==> config.mk <==
export PLATFORM = sky130hd
export DESIGN_NAME = pattern_trigger_capture_flat
export DESIGN_NICKNAME = d
export VERILOG_FILES = /design/src/ptc_pkg.sv /design/src/ptc_in_if.sv /design/src/ptc_out_if.sv /design/src/ptc_cfg_if.sv /design/src/pattern_trigger_capture.sv /design/src/flat_wrapper.sv
export SDC_FILE = /design/constraint.sdc
export NUM_CORES = 1
export LEC_CHECK = 0
export ABC_AREA = 1
export BUFFER_PORTS_ARGS = -buffer_cell sky130_fd_sc_hd__buf_2
export CAP_MARGIN = 40
export CORE_MARGIN = 5
export CORE_UTILIZATION = 41
export CTS_CLUSTER_SIZE = 8
export DETAILED_ROUTE_END_ITERATION = 8
export SLEW_MARGIN = 20
export SYNTH_ARGS = -nofsm -noshare
export SYNTH_HDL_FRONTEND = slang
export SYNTH_SLANG_ARGS = --single-unit
==> constraint.sdc <==
create_clock -name clk -period 2.51 [get_ports clk]
set_input_delay 0.1255 -clock clk [delete_from_list [all_inputs] [get_ports clk]]
set_output_delay 0.1255 -clock clk [all_outputs]
set_load 0.01 [all_outputs]
==> src/ptc_pkg.sv <==
package ptc_pkg;

  localparam int CFG_IDX_W = 2;

  localparam logic [CFG_IDX_W-1:0] CFG_PATTERN_BYTES  = 2'd0;
  localparam logic [CFG_IDX_W-1:0] CFG_PATTERN_LENGTH = 2'd1;
  localparam logic [CFG_IDX_W-1:0] CFG_CAPTURE_COUNT  = 2'd2;

  localparam int PATTERN_BYTES_W  = 64;
  localparam int PATTERN_LENGTH_W = 4;
  localparam int CAPTURE_COUNT_W  = 7;
  localparam int CAPTURED_INDEX_W = 6;

  typedef enum logic [1:0] {
    STATUS_NONE     = 2'd0,
    STATUS_FOUND    = 2'd1,
    STATUS_COMPLETE = 2'd2
  } status_t;

endpackage

==> src/ptc_in_if.sv <==
interface ptc_in_if;
  logic       valid;
  logic       ready;
  logic [7:0] data_byte;

  modport source (output valid, output data_byte, input ready);
  modport sink   (input valid, input data_byte, output ready);
endinterface

==> src/ptc_out_if.sv <==
interface ptc_out_if;
  logic                                   valid;
  logic                                   ready;
  ptc_pkg::status_t                       status;
  logic                                   captured_valid;
  logic [7:0]                             captured_byte;
  logic [ptc_pkg::CAPTURED_INDEX_W-1:0]   captured_index;
  logic                                   flush_request;

  modport source (output valid, output status, output captured_valid, output captured_byte,
                  output captured_index, output flush_request, input ready);
  modport sink   (input valid, input status, input captured_valid, input captured_byte,
                  input captured_index, input flush_request, output ready);
endinterface

==> src/ptc_cfg_if.sv <==
interface ptc_cfg_if;
  logic                                  valid;
  logic                                  ready;
  logic [ptc_pkg::CFG_IDX_W-1:0]         index;
  logic [ptc_pkg::PATTERN_BYTES_W-1:0]   data;

  modport source (output valid, output index, output data, input ready);
  modport sink   (input valid, input index, input data, output ready);
endinterface

==> src/pattern_trigger_capture.sv <==
// Byte-stream pattern trigger with post-match capture. Each accepted byte is
// compared against the pattern character at the current match position; a
// full match reports status FOUND, then either requests a flush (capture
// count zero) or captures the next capture-count bytes, each emitted with
// its index, the last one with status COMPLETE and a flush request. Every
// accepted byte yields exactly one result, registered at acceptance, from
// a single output register. Throughput is one byte per cycle: the only
// per-byte work is one 8-bit compare plus the match/capture counter update.
// The input is stalled only while the output register holds a result that
// the sink has not taken. Configuration writes are always accepted.
module pattern_trigger_capture #(
  parameter int MAX_PATTERN = 8,
  parameter int MAX_CAPTURE = 64
) (
  input  logic     clk,
  input  logic     rst_n,
  ptc_in_if.sink   in_ch,
  ptc_out_if.source out_ch,
  ptc_cfg_if.sink  cfg_ch
);

  localparam int PW   = (MAX_PATTERN > 1) ? $clog2(MAX_PATTERN) : 1;
  localparam int IW   = (MAX_CAPTURE > 1) ? $clog2(MAX_CAPTURE) : 1;
  localparam int CW   = $clog2(MAX_CAPTURE + 1);
  localparam int CMPW = (CW > ptc_pkg::CAPTURE_COUNT_W) ? CW : ptc_pkg::CAPTURE_COUNT_W;
  localparam int LW   = ptc_pkg::PATTERN_LENGTH_W;

  logic [MAX_PATTERN-1:0][7:0]          pattern_r;
  logic [LW-1:0]                        length_r;
  logic [ptc_pkg::CAPTURE_COUNT_W-1:0]  count_r;

  logic [PW-1:0] match_pos_r, match_pos_nxt;
  logic          capturing_r, capturing_nxt;
  logic [IW-1:0] cap_idx_r, cap_idx_nxt;

  logic                                 out_valid_r;
  ptc_pkg::status_t                     status_r, status_nxt;
  logic                                 cvalid_r, cvalid_nxt;
  logic [7:0]                           cbyte_r, cbyte_nxt;
  logic [ptc_pkg::CAPTURED_INDEX_W-1:0] cidx_r, cidx_nxt;
  logic                                 flush_r, flush_nxt;

  logic            in_fire;
  logic [CW-1:0]   cap_inc;
  logic [CMPW-1:0] cnt_ext, eff_cnt;
  logic [LW-1:0]   pos_inc, eff_len;
  logic [7:0]      want;

  assign in_ch.ready  = !out_valid_r || out_ch.ready;
  assign in_fire      = in_ch.valid && in_ch.ready;
  assign cfg_ch.ready = 1'b1;

  assign out_ch.valid          = out_valid_r;
  assign out_ch.status         = status_r;
  assign out_ch.captured_valid = cvalid_r;
  assign out_ch.captured_byte  = cbyte_r;
  assign out_ch.captured_index = cidx_r;
  assign out_ch.flush_request  = flush_r;

  always_comb begin
    cap_inc = CW'(cap_idx_r) + CW'(1);
    cnt_ext = CMPW'(count_r);
    eff_cnt = (cnt_ext > CMPW'(MAX_CAPTURE)) ? CMPW'(MAX_CAPTURE) : cnt_ext;

    pos_inc = LW'(match_pos_r) + LW'(1);
    eff_len = length_r;
    if (eff_len == '0) eff_len = LW'(1);
    if (eff_len > LW'(MAX_PATTERN)) eff_len = LW'(MAX_PATTERN);
    want = pattern_r[match_pos_r];

    match_pos_nxt = match_pos_r;
    capturing_nxt = capturing_r;
    cap_idx_nxt   = cap_idx_r;
    status_nxt    = ptc_pkg::STATUS_NONE;
    cvalid_nxt    = 1'b0;
    cbyte_nxt     = '0;
    cidx_nxt      = '0;
    flush_nxt     = 1'b0;

    if (capturing_r) begin
      cvalid_nxt  = 1'b1;
      cbyte_nxt   = in_ch.data_byte;
      cidx_nxt    = ptc_pkg::CAPTURED_INDEX_W'(cap_idx_r);
      cap_idx_nxt = IW'(cap_inc);
      if (CMPW'(cap_inc) >= eff_cnt) begin
        cap_idx_nxt   = '0;
        capturing_nxt = 1'b0;
        flush_nxt     = 1'b1;
        status_nxt    = ptc_pkg::STATUS_COMPLETE;
      end
    end else if (in_ch.data_byte == want) begin
      if (pos_inc >= eff_len) begin
        match_pos_nxt = '0;
        status_nxt    = ptc_pkg::STATUS_FOUND;
        if (count_r != '0) begin
          capturing_nxt = 1'b1;
          cap_idx_nxt   = '0;
        end else begin
          flush_nxt = 1'b1;
        end
      end else begin
        match_pos_nxt = PW'(pos_inc);
      end
    end else begin
      match_pos_nxt = '0;
    end
  end

  always_ff @(posedge clk) begin
    if (!rst_n) begin
      pattern_r   <= '0;
      length_r    <= LW'(1);
      count_r     <= '0;
      match_pos_r <= '0;
      capturing_r <= 1'b0;
      cap_idx_r   <= '0;
      out_valid_r <= 1'b0;
    end else begin
      if (cfg_ch.valid) begin
        case (cfg_ch.index)
          ptc_pkg::CFG_PATTERN_BYTES:  pattern_r <= cfg_ch.data[MAX_PATTERN*8-1:0];
          ptc_pkg::CFG_PATTERN_LENGTH: length_r  <= cfg_ch.data[LW-1:0];
          ptc_pkg::CFG_CAPTURE_COUNT:  count_r   <= cfg_ch.data[ptc_pkg::CAPTURE_COUNT_W-1:0];
          default: ;
        endcase
      end
      if (in_fire) begin
        match_pos_r <= match_pos_nxt;
        capturing_r <= capturing_nxt;
        cap_idx_r   <= cap_idx_nxt;
        out_valid_r <= 1'b1;
      end else if (out_ch.ready) begin
        out_valid_r <= 1'b0;
      end
    end
  end

  always_ff @(posedge clk) begin
    if (in_fire) begin
      status_r <= status_nxt;
      cvalid_r <= cvalid_nxt;
      cbyte_r  <= cbyte_nxt;
      cidx_r   <= cidx_nxt;
      flush_r  <= flush_nxt;
    end
  end

  a_capture_follows: assert property (@(posedge clk) disable iff (!rst_n)
    (in_fire && capturing_r) |=> (out_valid_r && cvalid_r))
    else $error("byte taken during capture not reported as captured");

  a_found_not_captured: assert property (@(posedge clk) disable iff (!rst_n)
    (out_valid_r && status_r == ptc_pkg::STATUS_FOUND) |-> !cvalid_r)
    else $error("found result carries a captured byte");

  a_match_pos_range: assert property (@(posedge clk) disable iff (!rst_n)
    (PW + 1)'(match_pos_r) < (PW + 1)'(MAX_PATTERN))
    else $error("match position out of range");

  a_cap_idx_range: assert property (@(posedge clk) disable iff (!rst_n)
    !capturing_r |-> (cap_idx_r == '0))
    else $error("capture index nonzero while not capturing");

endmodule
==> src/flat_wrapper.sv <==
// flat-port wrapper written by rule: the top's interface ports become plain ports
module pattern_trigger_capture_flat 
#(
  parameter int MAX_PATTERN = 8,
  parameter int MAX_CAPTURE = 64
)
  (clk, rst_n, in_ch_valid, in_ch_data_byte, in_ch_ready, out_ch_valid, out_ch_status, out_ch_captured_valid, out_ch_captured_byte, out_ch_captured_index, out_ch_flush_request, out_ch_ready, cfg_ch_valid, cfg_ch_index, cfg_ch_data, cfg_ch_ready);
  ptc_in_if in_ch_i ();
  ptc_out_if out_ch_i ();
  ptc_cfg_if cfg_ch_i ();
  input  logic clk;
  input  logic rst_n;
  input wire logic [$bits(in_ch_i.valid)-1:0] in_ch_valid;
  input wire logic [$bits(in_ch_i.data_byte)-1:0] in_ch_data_byte;
  output wire logic [$bits(in_ch_i.ready)-1:0] in_ch_ready;
  output wire logic [$bits(out_ch_i.valid)-1:0] out_ch_valid;
  output wire logic [$bits(out_ch_i.status)-1:0] out_ch_status;
  output wire logic [$bits(out_ch_i.captured_valid)-1:0] out_ch_captured_valid;
  output wire logic [$bits(out_ch_i.captured_byte)-1:0] out_ch_captured_byte;
  output wire logic [$bits(out_ch_i.captured_index)-1:0] out_ch_captured_index;
  output wire logic [$bits(out_ch_i.flush_request)-1:0] out_ch_flush_request;
  input wire logic [$bits(out_ch_i.ready)-1:0] out_ch_ready;
  input wire logic [$bits(cfg_ch_i.valid)-1:0] cfg_ch_valid;
  input wire logic [$bits(cfg_ch_i.index)-1:0] cfg_ch_index;
  input wire logic [$bits(cfg_ch_i.data)-1:0] cfg_ch_data;
  output wire logic [$bits(cfg_ch_i.ready)-1:0] cfg_ch_ready;
  assign in_ch_i.valid = in_ch_valid;
  assign in_ch_i.data_byte = in_ch_data_byte;
  assign in_ch_ready = in_ch_i.ready;
  assign out_ch_valid = out_ch_i.valid;
  assign out_ch_status = out_ch_i.status;
  assign out_ch_captured_valid = out_ch_i.captured_valid;
  assign out_ch_captured_byte = out_ch_i.captured_byte;
  assign out_ch_captured_index = out_ch_i.captured_index;
  assign out_ch_flush_request = out_ch_i.flush_request;
  assign out_ch_i.ready = out_ch_ready;
  assign cfg_ch_i.valid = cfg_ch_valid;
  assign cfg_ch_i.index = cfg_ch_index;
  assign cfg_ch_i.data = cfg_ch_data;
  assign cfg_ch_ready = cfg_ch_i.ready;
  pattern_trigger_capture #(.MAX_PATTERN(MAX_PATTERN), .MAX_CAPTURE(MAX_CAPTURE)) u_core (.clk(clk), .rst_n(rst_n), .in_ch(in_ch_i), .out_ch(out_ch_i), .cfg_ch(cfg_ch_i));
endmodule
==> run_results.csv <==
group,metric,value,unit
outcome,status,"finished, final reports clean",
flow_run,cap_viol_max_count,0,
placement,gp_congestion,0.8476,
routing,viasPerCell,5.001,
timing,hold_viol,0,
layout,fill_cells,1195,
layout,final_cell_mix,"nand2_1 (131), nor2_1 (123), buf_2 (98)",
placement,portBuffers,98,
clock_tree,cts_tree,"yes",
floorplan,start_util,0.4178,
logic_synthesis,yosysUniqueCellTypes,31,
critical_path,start_kind,"flop",
global_routing,antenna_found_initial,0,
timing,skew,8.174,ps
critical_path,critPathMaxFanout,6,
routing,wire_per_inst,13.49,um
clock_tree,numCtsBuffers,9,
floorplan,die-height,120.4,um
layout,final_core_util,0.5043,
global_routing,first_global_vias,4512,
timing,max_freq,429.7,MHz
timing,tightestPinTransition,701.5,ps
floorplan,coreArea,11960,um^2
logic_synthesis,ys_seq_area_frac,0.4527,
placement,dpl.hpwl,9009,um
critical_path,cp_data_arrival_time,2430,ps
clock_tree,htree_num_levels,3,
critical_path,crit_required,2610,ps
routing,ant_nets,0,
layout,final_common_cell,"nand2_1",
critical_path,end_kind,"flop",
timing,setup-violations-final,0,
layout,multi_input_area,2285,um^2
timing,fin_crit_sh,0.9271,
global_routing,grt_pass1_wl,21250,um
floorplan,rows,40,
clock_tree,clk_path_buf_depth,2,
logic_synthesis,netlist_instances,694,
power,power_density,570.8,nW/um^2
routing,drc,0,
layout,seq_area,2265,um^2
layout,diodes,0,
floorplan,dieArea,14500,um^2
timing,fin_hold_ws,5.915,ps
routing,wl,12790,um
critical_path,path_class,"flop to flop",
critical_path,cpMaxStageDelayCell,"dfxtp_2",
global_routing,gr-usage-all-layers,0.1806,
worst_hold_path,min_path_type,"input port to flop",
clock_tree,cts_sinks,104,
power,power,3443,uW
timing,fin_crit,2327,ps
timing,relSlewSlack,0.5318,
clock_tree,root_buffer,"clkbuf_16",
placement,pre_cts_ws,-35.52,ps
logic_synthesis,syn-cell-area,4997,um^2
logic_synthesis,synth-seq-cells,104,
global_routing,grt_max_degree,62,
layout,final_nets,888,
critical_path,cp_cell_sequence,"ha_1 > nand3_2 > xor2_1 > inv_1 > ha_1 > a21oi_1 > o21ai_0 > a21oi_2 > nand2_1 > nand2_1 > o21ai_0",
layout,drive_above_1_share,0.1723,
power,leakage,0.002852,uW
power,peakVddDrop,0.4110,mV
critical_path,cp_slowest_stage_delay,380,ps
routing,drt_iter0_drc,295,
routing,dr_total_vias,4741,
global_routing,grt_overflow_total,0,
logic_synthesis,yosys_warnings,0,
floorplan,io-pin-count,100,
logic_synthesis,avgSynthCellArea,7.201,um^2
routing,dr.pass1.iters,4,
floorplan,fp.dieW,120.4,um
timing,fin_ws,182.9,ps
timing,finalMaxSlewViolations,0,
clock_tree,insertion_delay,350,ps
logic_synthesis,syn_nets,786,
clock_tree,cts.reportedPaths.clkPinSlew,70,ps
layout,area_growth,20.71,%
registers in the layout (all words and copies together), names as in the netlist:
register and flops:
u_core.pattern_r 64, u_core.cnt_ext 7, u_core.out_ch.valid 1, u_core.capturing_r 1, u_core.length_r 4, u_core.out_ch.captured_valid 1
u_core.out_ch.flush_request 1, u_core.cap_idx_r 6, u_core.out_ch.captured_byte 8, u_core.out_ch.captured_index 6, u_core.out_ch.status 2, u_core.match_pos_r 3
where the power goes:
part	leakage, uW	internal (uW)	switching [uW]
logic	0.00184	164	220
registers	0.000887	1770	30.5
clock network	0.000122	658	600
total	0.00285	2590	850
cell type report:
type	instances	area share
inverter	67	0.04252
multi-input combinational	484	0.3788
tap	147	0.03049
timing repair buffer	130	0.1303
clock inverter	6	0.004563
sequential	104	0.3754
clock buffer	10	0.03796
critical path, delay by kind of cell (launching register included):
kind	cells	cell delay [ps]
compound gates	4	580
xor+xnor	1	150
fa+ha+maj	2	550
buf+inv	1	70
flops	1	380
simple gates	3	350
what timing repair did:
item	in CTS	in global routing
hold buffers	17	0
setup buffers	0	2
hold endpoints to repair	17	0
pin swaps	0	0
gates resized for setup	1	4
endpoints found under the setup margin	1	7
per-stage QoR:
stage | area (um^2) | std cells | TNS (ps)
final | 6032 | 948 | 0
after global routing | 6032 | 948 | -10.74
after CTS | 5984 | 945 | 0
after detailed placement | 5554 | 912 | -35.52
after global placement | 5554 | 912 | 0
after floorplan | 4997 | 694 | 0
synth_stat cells:
library cell,number,area (um^2)
clkbuf_1,26,97.59
clkinv_1,2,7.510
buf_2,2,10.01
dfxtp_1,86,1722
o211ai_2,1,12.51
o211ai_1,1,7.510
nand3b_1,4,30.03
o21ai_1,2,10.01
o21a_1,1,7.510
nand3_1,60,300.3
o21ai_0,78,390.4
nand2_2,1,6.260
nor3b_1,1,7.510
nor2_2,2,12.51
a21oi_1,46,230.2
inv_1,63,236.5
edfxtp_1,18,540.5
and2_1,1,6.260
xnor2_1,1,8.760
xor2_1,4,35.03
nand4_1,8,50.05
ha_1,13,162.7
nand2_1,131,491.7
buf_4,5,37.54
buf_6,6,67.56
inv_4,2,12.51
nor3_1,3,15.01
nor2_1,123,461.7
and3_1,1,6.260
nand3_2,1,10.01
conb_1,1,3.750
logic make-up after synthesis:
family,after synthesis,synth area share
other,1,0.0007504
DFF,104,0.4527
buffers and inverters,106,0.09389
and+or+nand+nor,336,0.2797
adders and majority gates,13,0.03255
xor gates and xnor gates,5,0.008763
AOI/OAI and AO/OA,129,0.1317
worst paths after layout:
| kind | slack [ps] | cells after the start | to | startpoint |
|---|---|---|---|---|
| worst min register to register | 450 | 2 | u_core.pattern_r[40] | u_core.pattern_r[40] |
| worst min-delay path | 6 | 3 | u_core.pattern_r[63] | cfg_ch_data[63] |
| worst max register to register | 180 | 11 | u_core.out_ch.flush_request | u_core.cap_idx_r[0] |
| worst max-delay path | 180 | 11 | u_core.out_ch.flush_request | u_core.cap_idx_r[0] |
per-layer routing:
metal	GRT usage	part of all wire	vias to the layer above
li1	-	-	2446
met1	0.2346	0.45	2150
met2	0.2976	0.47	121
met3	0.03087	0.056	24
met4	0.07436	0.024	0
met5	0	0	-
No activity file was read; power rests on OpenSTA's default activity.
